`config.mk`:
```
export PLATFORM = sky130hd
export DESIGN_NAME = bsk_ctrl
export DESIGN_NICKNAME = d
export VERILOG_FILES = /design/src/hw/rtl/bsk_pkg.sv /design/src/hw/rtl/bsk_ctrl.sv
export SDC_FILE = /design/constraint.sdc
export NUM_CORES = 1
export LEC_CHECK = 0
export BUFFER_PORTS_ARGS = -buffer_cell sky130_fd_sc_hd__buf_2
export CORE_AREA = 2 2 39 41
export DETAILED_ROUTE_END_ITERATION = 16
export DIE_AREA = 0 0 41 43
export GPL_TIMING_DRIVEN = 1
export PLACE_DENSITY_LB_ADDON = 0.25
export SLEW_MARGIN = 20
export SYNTH_ARGS = -nofsm -noshare
export SYNTH_HDL_FRONTEND = slang
export SYNTH_SLANG_ARGS = --single-unit
```
`constraint.sdc`:
```
create_clock -name clk_i -period 1.65 [get_ports clk_i]
set_input_delay 0.33 -clock clk_i [delete_from_list [all_inputs] [get_ports clk_i]]
set_output_delay 0.33 -clock clk_i [all_outputs]
set_load 0.02 [all_outputs]
```
`src/hw/rtl/bsk_pkg.sv`:
```
// ----------------------------------------------------------------------------
// Best set keeper package
// Shared widths, codes and controller/datapath handshake types.
// ----------------------------------------------------------------------------
package bsk_pkg;

  localparam int SetDepthDef = 16;
  localparam int KeyWidthDef = 64;

  localparam int KeyBits     = 64;
  localparam int CostBits    = 32;
  localparam int GenBits     = 16;
  localparam int TrialBits   = 32;
  localparam int IdxBits     = 4;
  localparam int CountBits   = 5;
  localparam int CapBits     = 5;
  localparam int KlenBits    = 7;
  localparam int CfgIdxBits  = 1;
  localparam int CfgDataBits = 7;

  typedef enum logic [2:0] {
    ActDup     = 3'd0,
    ActAppend  = 3'd1,
    ActReplace = 3'd2,
    ActReject  = 3'd3,
    ActRead    = 3'd4
  } action_e;

  typedef enum logic {
    ReqOffer = 1'b0,
    ReqRead  = 1'b1
  } req_type_e;

  typedef enum logic [CfgIdxBits-1:0] {
    CfgSetCapacity = 1'b0,
    CfgKeyLength   = 1'b1
  } cfg_reg_e;

  // Commands from the controller to the datapath.
  typedef struct packed {
    logic load;
    logic scan_step;
    logic commit;
  } bsk_cmd_t;

  // Status from the datapath to the controller.
  typedef struct packed {
    logic cnt_zero;
    logic scan_done;
    logic out_free;
  } bsk_sts_t;

endpackage

```
`src/hw/rtl/bsk_ctrl.sv`:
```
// ----------------------------------------------------------------------------
// Best set keeper controller
// Sequences load, entry scan, read wait and commit of one request.
// ----------------------------------------------------------------------------
module bsk_ctrl import bsk_pkg::*; (
  input  logic      clk_i,
  input  logic      rst_ni,
  input  logic      in_valid_i,
  input  req_type_e in_type_i,
  output logic      in_ready_o,
  input  bsk_sts_t  sts_i,
  output bsk_cmd_t  cmd_o
);

  typedef enum logic [3:0] {
    StIdle   = 4'b0001,
    StScan   = 4'b0010,
    StRdWait = 4'b0100,
    StFinish = 4'b1000
  } state_e;

  state_e state_q, state_d;

  always_comb begin
    state_d    = state_q;
    in_ready_o = 1'b0;
    cmd_o      = '0;
    case (state_q)
      StIdle: begin
        in_ready_o = 1'b1;
        if (in_valid_i) begin
          cmd_o.load = 1'b1;
          if (in_type_i == ReqRead) begin
            state_d = StRdWait;
          end else if (sts_i.cnt_zero) begin
            state_d = StFinish;
          end else begin
            state_d = StScan;
          end
        end
      end
      StScan: begin
        cmd_o.scan_step = !sts_i.scan_done;
        if (sts_i.scan_done) begin
          state_d = StFinish;
        end
      end
      StRdWait: begin
        state_d = StFinish;
      end
      StFinish: begin
        if (sts_i.out_free) begin
          cmd_o.commit = 1'b1;
          state_d      = StIdle;
        end
      end
      default: begin
        state_d = StIdle;
      end
    endcase
  end

  always_ff @(posedge clk_i or negedge rst_ni) begin
    if (!rst_ni) begin
      state_q <= StIdle;
    end else begin
      state_q <= state_d;
    end
  end

endmodule

```
After elaboration in Yosys (flattened, before gate mapping). Index checks and enable logic that the tools add are counted.

Mux-type cells: 12. Eq/ne operators: 7. Magnitude comparators: 0. $mul: 0. Div/mod/pow operators: 0. Bitwise operators: 0. Shift operators: 0. $add $sub $neg: 0. Reduce and logical (&&, ||, !) cells: 2.

Operator list (number): 2-to-1 mux 4 bit (5); case mux 4 bit (4 select lines) (1); 2-to-1 mux 1 bit (6); != test 2 bit, second input constant (3); equality test 4 x 1 -> 1 bit, second input constant (1); equality test 4 x 2 -> 1 bit, second input constant (1); equality test 4 x 3 -> 1 bit, second input constant (1); equality test 4 bit, second input constant (1); AND reduction 3 bit (1); logical NOT 1 bit (1).

Memories kept: 0. Bits in read-only memories: 0. Latch bits: 0. Output and inout bits: 4. Register bits after elaboration: 4. Bits in writable memories: 0. Logic and storage cells: 22.

Depth between registers and ports, before layout.
Depth in word-level cells: 4. Depth in mapped cells: 4.

Worst setup path before layout. OpenSTA, ideal clock, no wires.

Kind: register to output. From: reg state_q[2]. To: out cmd_o[1] in the netlist's numbering. Path slack: 0.037 ns. Stages on the path, launching flop included: 3. Arrival time: 1.283 ns. Required time: 1.320 ns. Buffers on the path: 1. Path through: dfrtp_1 buf_2 nor4_1.

RTL lines: start, declared (RTL line bsk_ctrl.sv:22) `state_e state_q, state_d;`; start signal, assigned (RTL line bsk_ctrl.sv:65) `state_q <= StIdle;`; start signal, assigned (RTL line bsk_ctrl.sv:67) `state_q <= state_d;`; end, declared (RTL line bsk_ctrl.sv:12) `output bsk_cmd_t cmd_o`.

==> reports/metrics.yaml <==
outcome: "complete, but fails checks"
violations: "negative setup slack"
synthTopCellsByArea: "dfrtp_1, dfstp_2, nor4b_4"
drt_wl_total_um: 836
area.growth.synth_to_final_pct: 62.50
post-route-worst-setup-slack_ps: -13.65
drcViolationCount: 0
power_leakage_uw: 0.0002452
syn_inst: 30
clock_path_buffers: 2
fin_skew_ps: 4.175
grt_antenna_before_repair: 0
slew_headroom: 0.8037
dpl_worst_slack_ps: 178.8
start_kind: "flop"
final_cells: 69
cts_tree: "yes"
worst_setup_path_end_kind: "primary output"
die_w_um: 41
yosysWarningCount: 0
largest_reg_flops: 4
seq_power_share: 0.236
hold_class: "input port to flop"
fmax_ghz: 0.6011
syn_nets: 37
ys_async_sr_fraction: 1.000
pwr-share-comb: 0.599
reg_top3: "state_q: 4 flops"
vias_per_cell: 4.638
h-tree-depth: 1
p_per_area_nw_per_um2: 1676
fin_util: 0.3526
grt_max_degree: 9
root_buffer: "clkbuf_4"
whs_ps: 387.0
final_nets: 61
die_h_um: 43
placed_cells: 57
drt_first_iter_violations: 5
start_util: 0.2170
num_rows: 14
worst_slew_pin_slew_ps: 290.5
maxCapViolations: 0
clkSinkCount: 4
top_register: "state_q"
syn_area_um2: 300.3
ys_types: 23
cts_buffers: 3
fin_tns_setup_ps: -13.65
synth_edf_count: 0
core_um2: 1384
synth_top_area_cell: "dfrtp_1"
seq_area_frac_synth: 0.3375
slew_viol_final: 0
power_switching_uw: 291.6
regArea_um2: 101.3
rsz0062_at_grt: "yes"
grt_pass1_wl_um: 1290
required_ps: 1320
first_pass_iters: 4
switching_share: 0.3565
dieArea_um2: 1763
worstSetupPathType: "flop to primary output"
clk_latency_ps: 240
path_clk_slew_ps: 40
peakVddDrop_mv: 0.4280
p_int_uw: 526.2
period_minus_slack_ps: 1664
setup_viol: 1
fin_crit_sh: 1.008
routedWlPerCell_um: 12.12
clockPowerShare: 0.165
timing_hold_violations_final: 0
num_vias: 320
gp_congestion: 0.7165
cp_max_fo: 5
gr-total-overflow: 0
synth_seq_cells: 4
ys.flop_type: "dfrtp_1"
drive_gt1_frac: 0.5094
arrival_ps: 1330
hpwlAfterDp_um: 581.1
first_global_vias: 301
synth_top_area_frac: 0.2500
boundaryPins: 11
drtAntennaViolNets: 0
avgSynthCellArea_um2: 10.01
fill_cells: 153
antennaDiodeCount: 0
grt_usage: 0.1097
port_buffers: 10
multi_input_area_um2: 177.7
[synthesized netlist by cell type (all sizes together) (2+ instances only)]
master,number
nor2,2
inv,3
nand2b,2
buf,2
dfrtp,3
a31o,2
[power by group through the flow]
stage	Clock, uW	Combinational, uW	Sequential, uW
6_report	135	490	193
3_5_place_dp	0	312	193
5_1_grt	152	522	199
4_1_cts	141	424	189
2_1_floorplan	0	227	169
3_3_place_gp	0	309	190
[cell usage in the layout, fill, tap and decap left out, drive strengths merged, types with 2 or more instances in the layout]
cell type | synthesis | routed
nor2 | 2 | 2
inv | 3 | 3
dfrtp | 3 | 3
clkbuf | 0 | 4
a31o | 2 | 2
nand2b | 2 | 2
buf | 2 | 20
[metrics by stage]
| stage | power [uW] | cell area (um^2) |
|---|---|---|
| floorplan | 396.1 | 300.3 |
| global placement | 499.1 | 376.6 |
| detailed placement | 505.2 | 376.6 |
| CTS | 753.2 | 464.2 |
| global route | 872.3 | 488.0 |
| finish | 817.7 | 488.0 |
[what timing repair did]
item | 4_1_cts | 5_1_grt
hold endpoints to repair | 3 | 0
setup buffers | 6 | 1
pin swaps | 1 | 1
endpoints found under the setup margin | 1 | 4
resized for setup | 2 | 4
hold buffers | 1 | 0
[worst paths after layout]
check                             endpoint  startpoint  slack [ps]  cells after the start
worst min register to register  state_q[0]  state_q[0]         580                      1
worst max-delay path              cmd_o[2]  state_q[0]         -10                      4
worst min-delay path            state_q[1]  in_valid_i         390                      2
min in group asynchronous       state_q[2]      rst_ni         420                      2
worst max register to register  state_q[0]  state_q[0]          90                      7
max in group asynchronous       state_q[0]      rst_ni        1020                      2
[cell families (layout without fill, tap and decap cells)]
kind of cell	after synthesis	after routing	share of synthesized area
AND/OR/NAND/NOR	13	13	0.3417
AO/OA/AOI/OAI	7	7	0.2000
buffers and inverters	5	28	0.09165
flip-flops	4	4	0.3375
XOR/XNOR	1	1	0.02917
[area by class of cell]
type                            count  share of cell area
Inverter                            3             0.02308
Multi-Input combinational cell     21              0.3641
Sequential cell                     4              0.2077
Timing Repair Buffer               21              0.3103
Clock buffer                        4             0.05385
Tap cell                           16             0.04103
[layer usage]
layer  global-route usage  vias up  wire [um]
met5                    0        -          0
met4              0.04000        0          0
met3              0.03141        0         16
met2               0.1656        4        463
met1               0.1424      160        356
li1                     -      156          -
[worst max-delay path, stage by stage (launching register included)]
cell and delay [ps]:
dfstp_2 570, nor4b_4 220, nand2_1 110, inv_1 80, buf_6 110
Power figures use the tool's default switching activity.
